==> config.mk <==
export PLATFORM = sky130hd
export DESIGN_NAME = sdag_queue
export DESIGN_NICKNAME = d
export VERILOG_FILES = /design/src/sv/sdag_pkg.sv /design/src/sv/sdag_queue.sv
export SDC_FILE = /design/constraint.sdc
export NUM_CORES = 1
export LEC_CHECK = 0
export BUFFER_PORTS_ARGS = -buffer_cell sky130_fd_sc_hd__buf_2
export CELL_PAD_IN_SITES_DETAIL_PLACEMENT = 0
export CELL_PAD_IN_SITES_GLOBAL_PLACEMENT = 2
export CORE_MARGIN = 1
export CORE_UTILIZATION = 30
export DETAILED_ROUTE_END_ITERATION = 8
export GPL_ROUTABILITY_DRIVEN = 0
export PLACE_DENSITY = 0.63
export SLEW_MARGIN = 10
export SYNTH_ARGS = -nofsm -noshare
export SYNTH_HDL_FRONTEND = slang
export SYNTH_SLANG_ARGS = --single-unit
==> constraint.sdc <==
create_clock -name clk_i -period 19.2 [get_ports clk_i]
set_input_delay 4.8 -clock clk_i [delete_from_list [all_inputs] [get_ports clk_i]]
set_output_delay 4.8 -clock clk_i [all_outputs]
set_load 0.02 [all_outputs]
==> src/sv/sdag_pkg.sv <==
// Shared types and constants of the 2D strided address generator.
package sdag_pkg;

  localparam int unsigned MaxLanes     = 4;
  localparam int unsigned LanesDefault = 4;
  localparam int unsigned QueueDepth   = 2;
  localparam int unsigned AddrW        = 64;
  localparam int unsigned PosW         = 32;
  localparam int unsigned CfgIdxW      = 3;
  localparam int unsigned LaneW        = $clog2(MaxLanes);

  typedef enum logic [CfgIdxW-1:0] {
    CFG_SRC_BASE  = 3'd0,
    CFG_DST_BASE  = 3'd1,
    CFG_ELEM_SIZE = 3'd2,
    CFG_ROWS      = 3'd3,
    CFG_COLS      = 3'd4,
    CFG_SRC_PITCH = 3'd5,
    CFG_DST_PITCH = 3'd6
  } cfg_idx_e;

  typedef enum logic [1:0] {
    BK_IDLE,
    BK_ISSUE,
    BK_DRAIN,
    BK_HAND
  } back_state_e;

  typedef struct packed {
    logic [AddrW-1:0] src_base;
    logic [AddrW-1:0] dst_base;
    logic [PosW-1:0]  elem_bytes;
    logic [PosW-1:0]  rows;
    logic [PosW-1:0]  cols;
    logic [PosW-1:0]  src_pitch;
    logic [PosW-1:0]  dst_pitch;
  } cfg_t;

  // One beat as classified by the front: grid position of each lane.
  typedef struct packed {
    logic [MaxLanes-1:0][PosW-1:0] row;
    logic [MaxLanes-1:0][PosW-1:0] col;
    logic [MaxLanes-1:0]           mask;
    logic                          last;
  } entry_t;

  typedef struct packed {
    logic [MaxLanes-1:0][AddrW-1:0] src;
    logic [MaxLanes-1:0][AddrW-1:0] dst;
    logic [MaxLanes-1:0]            mask;
    logic                           last;
  } result_t;

endpackage

==> src/sv/sdag_queue.sv <==
// Short queue of classified beats between front and back.
module sdag_queue #(
  parameter int unsigned Depth = sdag_pkg::QueueDepth
) (
  input  logic             clk_i,
  input  logic             rst_ni,
  input  logic             push_i,
  input  sdag_pkg::entry_t data_i,
  output logic             full_o,
  input  logic             pop_i,
  output logic             empty_o,
  output sdag_pkg::entry_t data_o
);
  import sdag_pkg::*;

  localparam int unsigned PtrW = (Depth > 1) ? $clog2(Depth) : 1;
  localparam int unsigned CntW = $clog2(Depth + 1);

  entry_t            mem_q [Depth];
  logic [PtrW-1:0]   wr_ptr_q, rd_ptr_q;
  logic [CntW-1:0]   count_q;
  logic              do_push, do_pop;

  assign full_o  = (count_q == CntW'(Depth));
  assign empty_o = (count_q == '0);
  assign do_push = push_i && !full_o;
  assign do_pop  = pop_i && !empty_o;
  assign data_o  = mem_q[rd_ptr_q];

  always_ff @(posedge clk_i) begin
    if (do_push) begin
      mem_q[wr_ptr_q] <= data_i;
    end
  end

  always_ff @(posedge clk_i or negedge rst_ni) begin
    if (!rst_ni) begin
      wr_ptr_q <= '0;
      rd_ptr_q <= '0;
      count_q  <= '0;
    end else begin
      if (do_push) begin
        wr_ptr_q <= (wr_ptr_q == PtrW'(Depth - 1)) ? '0 : wr_ptr_q + 1'b1;
      end
      if (do_pop) begin
        rd_ptr_q <= (rd_ptr_q == PtrW'(Depth - 1)) ? '0 : rd_ptr_q + 1'b1;
      end
      case ({do_push, do_pop})
        2'b10:   count_q <= count_q + 1'b1;
        2'b01:   count_q <= count_q - 1'b1;
        default: count_q <= count_q;
      endcase
    end
  end

endmodule

[Yosys cells after proc, flatten, opt, wreduce, memory -nomap -nowiden]
Memory sizes are Yosys's and may differ from the RTL's.
Index checks and enable logic that the tools add are counted.
Word-level totals
  register bits: 4
  RAM bits: 522
  bits of input ports: 265
  memories: 1
Memories
  mem_q: words 2, bits a word 261, read ports 1, clocked after Yosys merged registers in 0, wr ports 1, RTL line sdag_queue.sv:19  | entry_t mem_q [Depth];
Cells by class
  add/sub/neg operators: 4
  equality and inequality tests: 3
  multiplexer cells: 5
  reduce and logical (&&, ||, !) cells: 6
Operators by type and width (count)
  $eq 2x2->1 const B: 2
  $mux 1: 4
  $pmux 2 s2: 1
  $add 1x1->1 const B: 2
  $add 2x1->2 const B: 1
  $eq 2x1->1 const B: 1
  $logic_and 1x1->1: 2
  $logic_not 1->1: 2
  $logic_not 2->1: 1
  $reduce_bool 2->1: 1
  $sub 2x1->2 const B: 1

[Longest topological paths before layout]
  depth in word-level cells: 5
  gate-level depth with buffers: 6

[Least setup slack after synthesis]
No wires, ideal clock.
  kind: input to register
  start point: in push_i
  end point: mem mem_q[0][0] in the netlist's numbering, enable pin
  arrival: 15.704 ns
  slack: 2.608 ns
  cell stages on the path: 2
  path buffers: 0
  cells stage by stage: nand2_1 > nor2_1
On the way
  word-level cells in the longest chain between the ends: 3
Ends and longest elaborated chain
  from (decl): RTL line sdag_queue.sv:7  | input logic push_i,
  $logic_and 1x1->1: RTL line sdag_queue.sv:26  | assign do_push = push_i && !full_o;
  $mux 1: RTL line sdag_queue.sv:31  | if (do_push) begin
  $mux 1 (implied by the code): RTL line sdag_queue.sv:32  | mem_q[wr_ptr_q] <= data_i;
  to (decl): RTL line sdag_queue.sv:19
No other way between the ends.

==> results.toml <==
[outcome]
status = "completed"

[sta]
period_needed_ps = 8946
drv_slew = 0
fin_crit_sh_pct = 46.59
tns_ps = 0
worstMarginPinSlew_ps = 1111
rsz0062_at_grt = "no"
setup_viol = 0
slew_headroom_pct = 25.96
fin_skew_ps = 11.72
fmax_mhz = 111.8
holdWs_ps = 514.8
hold_viol = 0

[global_route]
antenna_found_initial = 12
gr-total-overflow = 0
grtUsageTotal_pct = 12.97
grt_util_met2_pct = 22.32
grt_start_max_net_pins = 77
use_met3_pct = 5.115
busiest_layer = "met2"
grt_pass1_wl_um = 65370
grt_pass1_vias = 10320
use_met1_pct = 14.63

[power_and_ir_drop]
combPwrFrac_pct = 33.5
p_leak_nw = 9.788
p_int_mw = 2.799
ir_worst_vdd_uv = 100.7
p_clk_share_pct = 26.4
power_density_nw_per_um2 = 164.3
power_switching_mw = 1.339
pwr-share-seq_pct = 40.1
sw_frac_of_total_pct = 32.35
power_mw = 4.138

[final_layout]
nets = 1663
drive_above_1_share_pct = 61.31
final_common_cell = "buf_2"
fin_util_pct = 38.86
fill_cells = 6013
final_cells = 2305
final_cell_mix = "buf_2 (527), edfxtp_1 (522), mux2_4 (180), mux2_2 (81), clkbuf_16 (58)"
multiInputGateArea_um2 = 3717
seq_area_um2 = 15780
area_growth_pct = 27.46

[clock_network]
clk_path_buf_depth = 3
post_cts_buffers = 0
cts_sinks = 526
hold_buffers = 0
cts_tree = "done"
h-tree-depth = 2
clockRootBuffer = "clkbuf_16"
ctsResizeCount = 0
insertion_delay_ps = 590
cts.clk_slew.worst_paths_ps = 60
numCtsBuffers = 56

[drt]
num_vias = 9796
dr.pass1.iters = 4
ant_nets = 0
drc = 0
wl_um = 45140
routed_via_density = 4.250
wl_per_cell_um = 19.58
drt_iter0_markers = 455

[floorplanning]
die_h_um = 258.6
rows = 93
ioPinCount = 528
dieArea_um2 = 66900
coreArea_um2 = 64810
die_w_um = 258.6
start_util_pct = 30.49

[min_path]
hold_path.class = "reg -> reg"
worstHoldStart = "count_q[1]"
holdPathStages = 1
hold_end = "count_q[1]"

[placed_design]
port_buffers = 527
dp_cells = 2194
hpwl_um = 30930

[setup_path]
end_kind = "primary output"
start_kind = "flip-flop"
worst-r2r-cell-count = 4
worstPathArrival_ps = 4150
ff2ff_setup_slack_ps = 15460
critPathKind = "reg -> out"
cp.required_ps = 14400
r2r_start = "count_q[0]"
critical_path.max_fanout = 61
r2r_end = "mem_q[1][78]"

[synth]
yosysSeqAreaShare_pct = 79.83
synth_nets = 1096
ys_ff_latch = 526
synth_cell_type_count = 15
synth_top_area_share_pct = 79.33
syn_area_per_cell_um2 = 23.81
synth_area_um2 = 19760
synth_top_cell_by_area = "edfxtp_1"
synth.area.top_cells = "edfxtp_1 (79%), mux2_4 (14%), mux2_2 (4.6%)"
yosys_warnings = 0
syn_inst = 830

[run]
cap_violations = 0
[cell families after synthesis]
logic type | after synthesis | synth area share, %
xor+xnor | 5 | 0.2217
mux | 261 | 18.29
simple gates | 7 | 0.1710
fa+ha+maj | 1 | 0.06331
flops | 526 | 79.83
buf+inv | 30 | 1.418
[worst max-delay path, stage by stage, from the launching register on]
cell and delay (ps):
dfrtp_4 1040, buf_4 940, buf_4 840, mux2_2 410, buf_2 160
[cell type report]
class / instances / share of cell area (%)
inverter: 1 / 0.01490
clock inverter: 35 / 1.441
sequential: 526 / 62.65
clock buffer: 71 / 6.036
multi-input combinational: 274 / 14.76
tap: 855 / 4.248
timing repair buffer: 538 / 10.80
antenna: 5 / 0.04968
[worst max-delay path by stage]
stage	startpoint	depth (start not counted)	endpoint
after detailed placement	rd_ptr_q	4	data_o[249]
after CTS	rd_ptr_q	4	data_o[249]
final	rd_ptr_q	4	data_o[246]
after global placement	rd_ptr_q	4	data_o[246]
after global routing	rd_ptr_q	4	data_o[249]
after floorplan	push_i	2	mem_q[0][0]
[layer usage]
| metal | wire, µm | share of wire (%) |
|---|---|---|
| met4 | 1161 | 2.6 |
| met2 | 22780 | 50 |
| met3 | 3888 | 8.6 |
| met1 | 17200 | 38 |
| met5 | 112 | 0.25 |
[synthesized netlist by cell type]
master    number
and3_1         1
buf_2          8
buf_6         21
dfrtp_1        4
edfxtp_1     522
ha_1           1
inv_1          1
mux2_2        81
mux2_4       180
nand2_1        1
nand2b_1       1
nor2_1         3
nor2b_1        1
xnor2_1        3
xor2_1         2
[flip-flops by register name (all words and copies together) (netlist names)]
register  flops
mem_q       522
rd_ptr_q      1
count_q       2
wr_ptr_q      1
[power by group through the flow]
stage | clock network, mW | registers [mW] | logic, mW
after floorplan | 0 | 1.74 | 1.03
after global placement | 0 | 1.68 | 1.41
after detailed placement | 0 | 1.69 | 1.42
after CTS | 1.13 | 1.66 | 1.42
after global routing | 1.17 | 1.69 | 1.47
final | 1.09 | 1.66 | 1.39
[metrics by stage]
step | setup slack, ps | area, µm²
after floorplan | 2608 | 19760
after global placement | 10880 | 23290
after detailed placement | 10830 | 23290
after CTS | 10170 | 25170
after global routing | 10030 | 25180
final | 10250 | 25190
Note: power is estimated with default switching activity, not from simulation.
