--- src/sv/sdag_pkg.sv ---
// Shared types and constants of the 2D strided address generator.
package sdag_pkg;

  localparam int unsigned MaxLanes     = 4;
  localparam int unsigned LanesDefault = 4;
  localparam int unsigned QueueDepth   = 2;
  localparam int unsigned AddrW        = 64;
  localparam int unsigned PosW         = 32;
  localparam int unsigned CfgIdxW      = 3;
  localparam int unsigned LaneW        = $clog2(MaxLanes);

  typedef enum logic [CfgIdxW-1:0] {
    CFG_SRC_BASE  = 3'd0,
    CFG_DST_BASE  = 3'd1,
    CFG_ELEM_SIZE = 3'd2,
    CFG_ROWS      = 3'd3,
    CFG_COLS      = 3'd4,
    CFG_SRC_PITCH = 3'd5,
    CFG_DST_PITCH = 3'd6
  } cfg_idx_e;

  typedef enum logic [1:0] {
    BK_IDLE,
    BK_ISSUE,
    BK_DRAIN,
    BK_HAND
  } back_state_e;

  typedef struct packed {
    logic [AddrW-1:0] src_base;
    logic [AddrW-1:0] dst_base;
    logic [PosW-1:0]  elem_bytes;
    logic [PosW-1:0]  rows;
    logic [PosW-1:0]  cols;
    logic [PosW-1:0]  src_pitch;
    logic [PosW-1:0]  dst_pitch;
  } cfg_t;

  // One beat as classified by the front: grid position of each lane.
  typedef struct packed {
    logic [MaxLanes-1:0][PosW-1:0] row;
    logic [MaxLanes-1:0][PosW-1:0] col;
    logic [MaxLanes-1:0]           mask;
    logic                          last;
  } entry_t;

  typedef struct packed {
    logic [MaxLanes-1:0][AddrW-1:0] src;
    logic [MaxLanes-1:0][AddrW-1:0] dst;
    logic [MaxLanes-1:0]            mask;
    logic                           last;
  } result_t;

endpackage

--- src/sv/sdag_front.sv ---
// Front end: holds the grid position and splits each tick into lane positions.
module sdag_front #(
  parameter int unsigned LANES = sdag_pkg::LanesDefault
) (
  input  logic             clk_i,
  input  logic             rst_ni,
  input  logic             accept_i,
  input  logic             restart_i,
  input  sdag_pkg::cfg_t   cfg_i,
  output logic             has_work_o,
  output sdag_pkg::entry_t entry_o
);
  import sdag_pkg::*;

  logic [PosW-1:0] cur_row_q, cur_row_d;
  logic [PosW-1:0] cur_col_q, cur_col_d;

  always_comb begin
    logic [PosW-1:0] row;
    logic [PosW-1:0] col;
    logic [PosW-1:0] col_inc;
    row     = restart_i ? '0 : cur_row_q;
    col     = restart_i ? '0 : cur_col_q;
    col_inc = '0;
    has_work_o = (row < cfg_i.rows);
    entry_o    = '0;
    for (int l = 0; l < LANES; l++) begin
      if (row < cfg_i.rows) begin
        entry_o.row[l]  = row;
        entry_o.col[l]  = col;
        entry_o.mask[l] = 1'b1;
        col_inc = col + 1'b1;
        // wrap to the next row once the column count is reached
        if (col_inc >= cfg_i.cols) begin
          col = '0;
          row = row + 1'b1;
        end else begin
          col = col_inc;
        end
      end
    end
    entry_o.last = (row >= cfg_i.rows);
    cur_row_d    = row;
    cur_col_d    = col;
  end

  always_ff @(posedge clk_i or negedge rst_ni) begin
    if (!rst_ni) begin
      cur_row_q <= '0;
      cur_col_q <= '0;
    end else if (accept_i) begin
      cur_row_q <= cur_row_d;
      cur_col_q <= cur_col_d;
    end
  end

endmodule

--- config.mk ---
export PLATFORM = sky130hd
export DESIGN_NAME = sdag_front
export DESIGN_NICKNAME = d
export VERILOG_FILES = /design/src/sv/sdag_pkg.sv /design/src/sv/sdag_front.sv
export SDC_FILE = /design/constraint.sdc
export NUM_CORES = 1
export LEC_CHECK = 0
export BUFFER_PORTS_ARGS = -buffer_cell sky130_fd_sc_hd__buf_2
export CAP_MARGIN = 40
export CORE_MARGIN = 1.5
export CORE_UTILIZATION = 23
export DETAILED_ROUTE_END_ITERATION = 10
export PLACE_DENSITY = 0.39
export RECOVER_POWER = 50
export SYNTH_ARGS = -nofsm -noshare
export SYNTH_HDL_FRONTEND = slang
export SYNTH_SLANG_ARGS = --single-unit
--- constraint.sdc ---
create_clock -name clk_i -period 36.6 [get_ports clk_i]
set_clock_uncertainty 0.15 [all_clocks]
set_input_delay 5.49 -clock clk_i [delete_from_list [all_inputs] [get_ports clk_i]]
set_output_delay 5.49 -clock clk_i [all_outputs]
set_load 0.05 [all_outputs]
Word level (Yosys, flattened, before mapping)
Cells that the tools add are included.
{ "totals": {"mem_bits_ro": 0, "n_memories": 0, "latch_bits": 0, "ram_bits": 0, "reg_bits": 64} }
{ "classes": {"magnitude_cmp": 9, "n_mux": 30, "n_div": 0, "eq_ne": 0, "bitwise": 0, "add_sub_neg": 8, "n_mul": 0, "n_reduce_logical": 0, "n_shift": 0} }
{ "ops": {"columns": ["cell", "count"], "rows": [
  ["$mux W32", 26],
  ["$add A32 B1 Y32 const B", 8],
  ["$ge A32 B32 Y1", 5],
  ["$lt A32 B32 Y1", 4],
  ["$mux W1", 4]
]} }

Logic depth before layout (Yosys ltp)
Gate-level depths: netlist of the first run.
{ "depth": {"depth_word": 18, "ltp_mapped": 108, "mapped_depth_nobuf": 97} }

Worst setup path after synthesis of the first run
OpenSTA, ideal clock, no wires.
{ "synth_timing": {"path_kind": "input -> output", "start": "input restart_i", "end": "output entry_o[0] (netlist name)", "setup_slack_ns": 4.874, "t_arrival_ns": 26.086, "cell_stages": 93, "n_path_buf": 10, "cell_sequence": "buf_6 > inv_4 > clkbuf_1 > nand2_1 > inv_1 > ha_1 > clkbuf_1 > and4_1 > nand2_1 > or4_1 > nor4_1 > nand3_1 > or3_1 > a21oi_1 > ha_1 > nand2_1 > or3_1 > o21a_1 > [... 57 more ...] > ha_1 > nand2b_1 > a21o_1 > a21o_1 > a21o_1 > a21o_1 > a21o_1 > a21o_1 > a21o_1 > a21o_1 > a21o_1 > a21o_1 > a21oi_1 > nor2b_1 > o211ai_1 > a211oi_1 > o311ai_0 > nand4_1"} }
{ "synth_rtl": {"columns": ["element", "line", "rtl"], "rows": [
  ["from (decl)", "sdag_front.sv:8", "input logic restart_i,"],
  ["to (decl)", "sdag_front.sv:11", "output sdag_pkg::entry_t entry_o"]
]} }

==> metrics.txt, run 1 <==
status finished with violations; DRT Wirelength 117800 µm; RSZ-0062 raised after global routing no; M2 GR Usage 39.57%; register area share after synthesis 7.558%; Setup CP Type primary input to output port; required time worst endpoint 30.96 ns; failing checks max-capacitance violations, max-slew violations; worst-margin pin slew 3.376 ns; VDD IR max 0.00002196 V; Slew HR -125.0%; fmax 28.32 MHz; final setup vio count 0; cell count after synthesis 3019; yosys synthesis warning count 0; Total GRT Usage 24.30%; Vert. Die Dim 306.5 µm; max-cap viol count 3; net count after synthesis 3603; antenna diode count 0; final instance area 24770 µm²; DRC 0; DP Area 24590 µm²; count of different cell masters after synthesis 119; Synth top area share 17.24%; clk root buf clkbuf_16; Post-synth top flop dfrtp_1; Worst Hold Class flip-flop to flip-flop; commonest non-fill, non-tap cell in the layout nor2_1; fin. max-slew vios 99; met3 GRT Util 3.535%; top post-synthesis cells by area ha_1 (17%), dfrtp_1 (7.6%), nor2_1 (7.5%); H-tree levels 3; clk_lat worst skew 0.40 ns; antenna violations before repair 6; startpoint types primary input; 1st-iter DRT viols 1893; hpwl dp 96140 µm; routed vias 24.79k; clock sinks 64; minimum clock period 35.31 ns; largest area contributor in the netlist ha_1; EDFF count, synth 0; leakage power 11.73 nW; Crit-path slowest cell or4_1; CTS tree yes; Place WS 0.5522 ns; Sequential Area 1602 µm²; num rows 111; mean routed wirelength per cell 26.10 µm; layout net count 3909; hold_buf cts 0; CP max stage delay 0.60 ns; num ports 554; chip width 306.5 µm; Final GP Congestion 0.8939; final setup TNS 0 ns; FILL cells 10.37k; Pwr Density 31.89 nW/µm²; first-pass GRT wire length 168800 µm; Power, Total 0.7899 mW; Starting Density 23.15%; average size of a mapped cell 7.019 µm²; GRT Max-Usage Layer met2; most frequent cells in the layout nor2_1 (419), ha_1 (292), nand2_1 (224), buf_2 (215), inv_1 (164); Synth Register Bits 64; number of global-route vias before repair 23.72k; Die Area 93960 µm²; post-synthesis cell area 21190 µm²; worst-path maximum fanout 19; Area Growth Syn to Fin 16.89%; clk buf depth 2; Final WS setup 1.292 ns; crit path DAT 29.67 ns; IO buf count 329; Worst setup EP type output port; Hold Violations, Final 0; Critical Path Most Common Cell a21o_1; grt ovf 0; core box area 91520 µm²; Num CTS Buffers 9; Async SR Flop Fraction 100.0%; clock transition at the registers of the reported paths 0.07 ns; multi-input logic area 18420 µm²; 1st-pass router iterations 5; number of routed nets with antenna violations 0; pin count of the biggest net entering global routing 57; final worst path period share 96.47%; GR Util met1 33.95%; DR vias/cell 5.493; share of layout cells above drive strength 1 14.88%
==> synth_stat cells, types with 42 or more instances <==
cell,count
o21ai_0,110
a21o_1,68
and3_1,74
nand2_1,224
xnor2_1,163
a21oi_1,163
nand3_1,110
nor2b_1,56
ha_1,292
nor2_1,423
nor3_1,73
nor4_1,58
inv_1,165
dfrtp_1,64
clkbuf_1,97
and2_1,60
nand4_1,83
xor2_1,42
==> flip-flops by register name, summed over array words and instances, names as in the netlist <==
name,flops
cur_col_q,32
cur_row_q,32
==> worst paths after layout <==
check | endpoint | slack, ns | from | depth (start not counted)
max | entry_o[0] | 1.29 | restart_i | 94
max in group asynchronous | cur_col_q[8]$_DFFE_PN0P_ | 26.89 | rst_ni | 2
min in group asynchronous | cur_row_q[24]$_DFFE_PN0P_ | 5.42 | rst_ni | 1
max reg2reg | cur_row_q[28]$_DFFE_PN0P_ | 13.93 | cur_col_q[0]$_DFFE_PN0P_ | 79
min reg2reg | cur_row_q[24]$_DFFE_PN0P_ | 0.35 | cur_row_q[24]$_DFFE_PN0P_ | 1
min | cur_row_q[24]$_DFFE_PN0P_ | 0.35 | cur_row_q[24]$_DFFE_PN0P_ | 1
==> logic make-up after synthesis <==
logic type	count (synthesis)	synth area share, %
flops	64	7.558
buf+inv	322	6.105
fa+ha+maj	292	17.24
xor+xnor	207	8.656
simple gates	1353	32.98
mux	59	3.005
compound gates	722	24.46
==> critical path, delay by kind of cell <==
kind | cells | cell delay, ns
AOI/OAI and AO/OA | 41 | 10.76
xor gates and xnor gates | 4 | 0.63
and+or+nand+nor | 29 | 7.91
buffers and inverters | 12 | 2.46
adders and majority gates | 8 | 2.32
==> final cells by class <==
type / instances / area share [%]
multi-input combinational: 2633 / 74.35
tap: 1186 / 5.991
sequential: 64 / 6.466
clock buffer: 12 / 1.036
clock inverter: 1 / 0.02021
timing repair buffer: 443 / 9.467
inverter: 174 / 2.667
==> where the power goes <==
| group | switching (mW) | internal (mW) |
|---|---|---|
| Sequential | 0.0196 | 0.0797 |
| Combinational | 0.423 | 0.171 |
| Clock | 0.0477 | 0.0486 |
| Total | 0.491 | 0.299 |
==> layer usage <==
metal	wire (µm)	part of all wire (%)	vias up
li1	-	-	11790
met5	7	0.0059	-
met3	7268	6.2	81
met2	53180	45	880
met1	55380	47	12040
met4	1965	1.7	2
==> through the flow <==
step | hold slack (ns) | utilization [%] | std cells
floorplan | 0.3227 | - | 3019
CTS | 0.3540 | 27.15 | 4509
global placement | 0.3306 | 26.84 | 4492
finish | 0.3497 | 27.06 | 4513
detailed placement | 0.3368 | 26.86 | 4496
global route | 0.3798 | 27.06 | 4513
==> what timing repair did <==
action | CTS | global route
gates resized for setup | 0 | 11
endpoints found under the setup margin | 0 | 1
buffers inserted | 0 | 3
Power figures use the tool's default switching activity.
==> run 2: changes to the inputs <==
==> constraint.sdc (replaced) <==
create_clock -name clk_i -period 34.9 [get_ports clk_i]
set_clock_uncertainty 0.15 [all_clocks]
set_input_delay 5.235 -clock clk_i [delete_from_list [all_inputs] [get_ports clk_i]]
set_output_delay 5.235 -clock clk_i [all_outputs]
set_load 0.05 [all_outputs]
==> run 2 against run 1 <==
Compared with the run above:
- the run still ends with max-capacitance violations, max-slew violations left
- register-to-register slack lost 0.55 ns
- flip-flop and latch count is the same
- combinational power grew 5.1%
- clock power grew 8%
- global-route usage shrank 0.16 points
- largest cell class unchanged
- highest routed layer unchanged
==> metrics.txt, run 2 (synthesis gave the netlist of run 1 again) <==
status finished with violations (unchanged); failing checks max-capacitance violations, max-slew violations (unchanged); Setup CP Type primary input to output port (unchanged); Vert. Die Dim 306.5 µm (unchanged); most frequent cells in the layout nor2_1 (419), ha_1 (292), nand2_1 (223), buf_2 (213), inv_1 (164) (was nor2_1 (419), ha_1 (292), nand2_1 (224), buf_2 (215), inv_1 (164)); CP max stage delay 1.66 ns (was 0.60 ns); clk_lat worst skew 0.40 ns (about the same); final setup vio count 0 (unchanged); 1st-pass router iterations 5 (unchanged); switching share of power 61.80% (was 62.12%); worst-margin pin slew 3.197 ns (was 3.376 ns); DRC 0 (unchanged); Worst setup EP type output port (unchanged); Final WS setup 1.204 ns (was 1.292 ns); Top delay family on crit path simple AND/OR/NAND/NOR gates (was compound AO/OA/AOI/OAI gates); hpwl dp 96280 µm (was 96140 µm); core box area 91520 µm² (unchanged); commonest non-fill, non-tap cell in the layout nor2_1 (unchanged); num ports 554 (unchanged); required time worst endpoint 29.51 ns (was 30.96 ns); Critical Path Most Common Cell a21o_1 (unchanged); Starting Density 23.15% (unchanged); Hold Violations, Final 0 (unchanged); clock transition at the registers of the reported paths 0.06 ns (was 0.07 ns); crit path DAT 28.31 ns (was 29.67 ns); clock sinks 64 (unchanged); startpoint types primary input (unchanged); leakage power 11.80 nW (was 11.73 nW); M2 GR Usage 39.43% (was 39.57%); Worst Hold Class flip-flop to flip-flop (unchanged); first-pass GRT wire length 167600 µm (was 168800 µm); clk root buf clkbuf_16 (unchanged); DP Area 24680 µm² (was 24590 µm²); fmax 29.68 MHz; final worst path period share 96.55%; num rows 111 (unchanged); fin cells 4521 (was 4513); mean routed wirelength per cell 25.99 µm (was 26.10 µm); Gate power share 74.9% (was 75.2%); GR Util met1 34.14% (was 33.95%); Power, Total 0.8331 mW (was 0.7899 mW); grt ovf 0 (unchanged); pin count of the biggest net entering global routing 73 (was 57); Regs by FF count cur_col_q: 32 flops, cur_row_q: 32 flops (unchanged); final instance area 24900 µm² (was 24770 µm²); DR vias/cell 5.524 (was 5.493); GRT Max-Usage Layer met2 (unchanged); Clk pwr share 12.5% (was 12.2%); minimum clock period 33.70 ns; hold_buf cts 0 (unchanged); Seq pwr share 12.6% (about the same); Num CTS Buffers 9 (unchanged); Pwr Density 33.46 nW/µm² (was 31.89 nW/µm²); CTS tree yes (unchanged); dpl cells 4506 (was 4496); Area Growth Syn to Fin 17.50% (was 16.89%); DRT Wirelength 117500 µm (was 117800 µm); clk buf depth 2 (unchanged); 1st-iter DRT viols 1901 (was 1893); layout net count 3916 (was 3909); RSZ-0062 raised after global routing no (unchanged); IO buf count 329 (unchanged); Slew HR -113.2% (was -125.0%); Final GP Congestion 0.9207 (was 0.8939); number of routed nets with antenna violations 0 (unchanged); H-tree levels 3 (unchanged); VDD IR max 0.00002705 V (was 0.00002196 V); number of global-route vias before repair 23.50k (was 23.72k); fin. max-slew vios 108 (was 99); Net Sw Power 0.5149 mW (was 0.4907 mW); share of layout cells above drive strength 1 15.24% (was 14.88%); antenna violations before repair 2 (was 6); max-cap viol count 3 (unchanged); routed vias 24.97k (was 24.79k); worst-path maximum fanout 46 (was 19); Total GRT Usage 24.14% (was 24.30%); Crit-path slowest cell clkbuf_1 (was or4_1); internal power 0.3183 mW (was 0.2992 mW); Worst Path Buf+Inv 15 (was 12); met3 GRT Util 2.681% (was 3.535%); chip width 306.5 µm (unchanged); Post-Route Utilization 27.20% (was 27.06%); Place WS 0.1265 ns (was 0.5522 ns); Die Area 93960 µm² (unchanged)
-- run 2: area by class of cell --
type                    instances  area (µm²)
clock buffers                  13       280.3
inverters                     174       660.6
diodes                          1       2.502
repair buffers                450        2417
flip-flops and latches         64        1602
fillers                     10450       66630
well taps                    1186        1484
multi-input cells            2633       18450
-- run 2: path summary, 6_finish.rpt --
check	start	endpoint	slack (ns)	depth (start not counted)
hold reg to reg	cur_row_q[24]$_DFFE_PN0P_	cur_row_q[24]$_DFFE_PN0P_	0.35	1
setup / recovery	restart_i	entry_o[0]	1.20	86
hold / removal	cur_row_q[24]$_DFFE_PN0P_	cur_row_q[24]$_DFFE_PN0P_	0.35	1
min in group asynchronous	rst_ni	cur_row_q[15]$_DFFE_PN0P_	5.29	1
max in group asynchronous	rst_ni	cur_col_q[19]$_DFFE_PN0P_	25.44	2
setup reg to reg	cur_col_q[0]$_DFFE_PN0P_	cur_row_q[29]$_DFFE_PN0P_	13.38	79
-- run 2: through the flow --
stage               hold slack, ns  setup TNS [ns]
floorplan                   0.3227               0
global placement            0.3303         -0.2809
detailed placement          0.3402               0
CTS                         0.3563               0
global route                0.3767               0
finish                      0.3527               0
-- run 2: power by group through the flow --
stage,registers (mW),logic [mW],clock network [mW]
6_report,0.105,0.624,0.104
5_1_grt,0.106,0.672,0.108
4_1_cts,0.104,0.623,0.106
3_5_place_dp,0.105,0.620,0
3_3_place_gp,0.105,0.620,0
2_1_floorplan,0.0924,0.430,0
-- run 2: metal layers --
layer  vias to the layer above  share of wire [%]  wire [µm]
met1                     12240                 48      55820
met4                         2                1.7       1947
li1                      11800                  -          -
met5                         -              0.011         13
met2                       856                 45      53140
met3                        74                5.6       6570
-- run 2: what timing repair did --
action / CTS / global route
resized for setup: 0 / 15
endpoints found under the setup margin: 0 / 1
hold endpoints to repair: 0 / 0
buffers inserted: 0 / 1
-- run 2: worst reg2reg max path, delay by kind of cell (launching register included) --
kind                       cells  cell delay [ns]
adders and majority gates      6             1.63
and+or+nand+nor               35             9.16
buffers and inverters         13             2.87
xor gates and xnor gates       4             0.56
AOI/OAI and AO/OA             19             5.88
muxes                          2             0.73
DFF                            1             0.43
==> run 3: changes to the inputs <==
--- a/config.mk
+++ b/config.mk
@@ -11,7 +11,7 @@
 export CORE_UTILIZATION = 23
 export DETAILED_ROUTE_END_ITERATION = 10
 export PLACE_DENSITY = 0.39
-export RECOVER_POWER = 50
+export RECOVER_POWER = 25
 export SYNTH_ARGS = -nofsm -noshare
 export SYNTH_HDL_FRONTEND = slang
 export SYNTH_SLANG_ARGS = --single-unit
==> run 3 against run 2 <==
Compared with the run above:
- the run still ends with max-capacitance violations, max-slew violations left
- highest routed layer unchanged
- first-iteration DRC count increased by 2.6%
- die area unchanged
- core utilization increased by 0.12 points
- register-to-register slack improved by 0.04 ns
- via count about the same
- total power increased by 0.40%
- cell area increased by 0.46%
==> metrics.txt, run 3 (synthesis gave the netlist of run 1 again) <==
antenna violations before repair 2 (unchanged); 1st-iter DRT viols 1951 (was 1901); Die Area 93960 µm² (unchanged); minimum clock period 33.61 ns (was 33.70 ns); final worst path period share 96.30% (was 96.55%); met1 WL 55770 µm (was 55820 µm); Hold Crit Endpoint cur_row_q[24]$_DFFE_PN0P_ (unchanged); crit path DAT 28.22 ns (was 28.31 ns); fin cells 4521 (unchanged); Worst Hold Class flip-flop to flip-flop (unchanged); DR vias/cell 5.523 (was 5.524); fmax 29.76 MHz (was 29.68 MHz); clock transition at the registers of the reported paths 0.06 ns (about the same); clk root buf clkbuf_16 (unchanged); core box area 91520 µm² (unchanged); first-pass GRT wire length 167600 µm (unchanged); final instance area 25010 µm² (was 24900 µm²); pin count of the biggest net entering global routing 73 (unchanged); required time worst endpoint 29.51 ns (about the same); final hold slack 0.3523 ns (was 0.3527 ns); VDD IR max 0.00002693 V (was 0.00002705 V); clock sinks 64 (unchanged); chip width 306.5 µm (unchanged); num rows 111 (unchanged); Crit-path slowest cell clkbuf_1 (unchanged); layout net count 3916 (unchanged); Power, Total 0.8364 mW (was 0.8331 mW); hold_buf cts 0 (unchanged); worst hold start cur_row_q[24]$_DFFE_PN0P_ (unchanged); startpoint types primary input (unchanged); CP max stage delay 1.62 ns (was 1.66 ns); Final GP Congestion 0.9207 (unchanged); FF-to-FF setup slack 13.42 ns (was 13.38 ns); routed vias 24.97k (about the same); IO buf count 329 (unchanged); commonest non-fill, non-tap cell in the layout nor2_1 (unchanged); Worst R2R Path Depth 79 (unchanged); failing checks max-capacitance violations, max-slew violations (unchanged); DP Area 24680 µm² (unchanged); leakage power 12.16 nW (was 11.80 nW); number of routed nets with antenna violations 0 (unchanged); DRT Wirelength 117700 µm (was 117500 µm); capture point of the worst reg-to-reg path cur_row_q[29]$_DFFE_PN0P_ (unchanged); worst-path maximum fanout 46 (unchanged); Starting Density 23.15% (unchanged); Setup CP Type primary input to output port (unchanged); Worst setup EP type output port (unchanged); hpwl dp 96280 µm (unchanged); fin. max-slew vios 108 (unchanged); 1st-pass router iterations 6 (was 5); RSZ-0062 raised after global routing no (unchanged); grt ovf 0 (unchanged); met2 routed WL 53270 µm (was 53140 µm); Num CTS Buffers 9 (unchanged); most frequent cells in the layout nor2_1 (419), buf_2 (300), ha_1 (292), nand2_1 (223), inv_1 (164) (was nor2_1 (419), ha_1 (292), nand2_1 (223), buf_2 (213), inv_1 (164)); clk buf depth 2 (unchanged); WL met3 6668 µm (was 6570 µm); num ports 554 (unchanged); Regs by FF count cur_col_q: 32 flops, cur_row_q: 32 flops (unchanged); H-tree levels 3 (unchanged); number of global-route vias before repair 23.50k (unchanged); worst r2r src cur_col_q[0]$_DFFE_PN0P_ (unchanged); Slew HR -111.1% (was -113.2%); clk_lat worst skew 0.41 ns (was 0.40 ns); Total GRT Usage 24.14% (unchanged); mean routed wirelength per cell 26.02 µm (was 25.99 µm); Hold Crit Depth 1 (unchanged); share of layout cells above drive strength 1 17.88% (was 15.24%); CTS tree yes (unchanged); max-cap viol count 3 (unchanged); top routing layer used met5 (unchanged); final setup vio count 0 (unchanged); Area Growth Syn to Fin 18.04% (was 17.50%); Pwr Density 33.44 nW/µm² (was 33.46 nW/µm²); status finished with violations (unchanged); Critical Path Most Common Cell a21o_1 (unchanged); Hold Violations, Final 0 (unchanged); dpl cells 4506 (unchanged); Vert. Die Dim 306.5 µm (unchanged); DRC 0 (unchanged); worst-margin pin slew 3.166 ns (was 3.197 ns)
-- run 3: changes by cell type in the layout (fill, tap and decap cells not counted) --
cell	delta
o211ai_1	-1
buf_2	+87
and2_0	-1
o211ai_2	+1
clkbuf_1	-87
and2_1	+1
-- run 3: critical path: cells and delay by family --
kind | cells | cell delay (ns)
AOI/OAI and AO/OA | 30 | 7.58
xor gates and xnor gates | 4 | 0.57
adders and majority gates | 6 | 1.55
buffers and inverters | 15 | 4.92
muxes | 1 | 0.42
and+or+nand+nor | 30 | 7.76
-- run 3: power breakdown --
group          leakage (nW)  switching (mW)  internal (mW)  total (mW)
registers             0.828          0.0213         0.0836       0.105
logic                  11.2           0.445          0.182       0.627
clock network         0.140          0.0494         0.0550       0.104
-- run 3: cell type report --
class                      instances  area (µm²)
multi-input combinational       2633       18460
antenna                            1       2.502
timing repair buffer             450        2526
clock buffer                      13       280.3
sequential                        64        1602
inverter                         174       660.6
fill                           10420       66510
tap                             1186        1484
-- run 3: layer usage --
metal | global-route usage, % | vias up
li1 | - | 11810
met1 | 34.14 | 12250
met2 | 39.43 | 832
met3 | 2.681 | 75
met4 | 4.640 | 2
met5 | 0 | -
-- run 3: worst max-delay path by stage --
stage,endpoint,cells past startpoint,startpoint
after floorplan,entry_o[0],93,restart_i
after global routing,entry_o[0],98,restart_i
final,entry_o[0],86,restart_i
after global placement,entry_o[0],91,restart_i
after CTS,entry_o[0],89,restart_i
after detailed placement,entry_o[0],89,restart_i
-- run 3: through the flow --
stage / worst slack (ns) / util [%] / TNS, ns
2_1_floorplan: 3.684 / - / 0
3_3_place_gp: -0.2809 / 26.94 / -0.2809
3_5_place_dp: 0.1265 / 26.97 / 0
4_1_cts: 0.01677 / 27.27 / 0
5_1_grt: 0.03223 / 27.33 / 0
6_report: 1.293 / 27.33 / 0
-- run 3: repair_timing --
item / in CTS / in global routing
setup buffers: 0 / 1
gates resized for setup: 0 / 15
endpoints found under the setup margin: 0 / 1
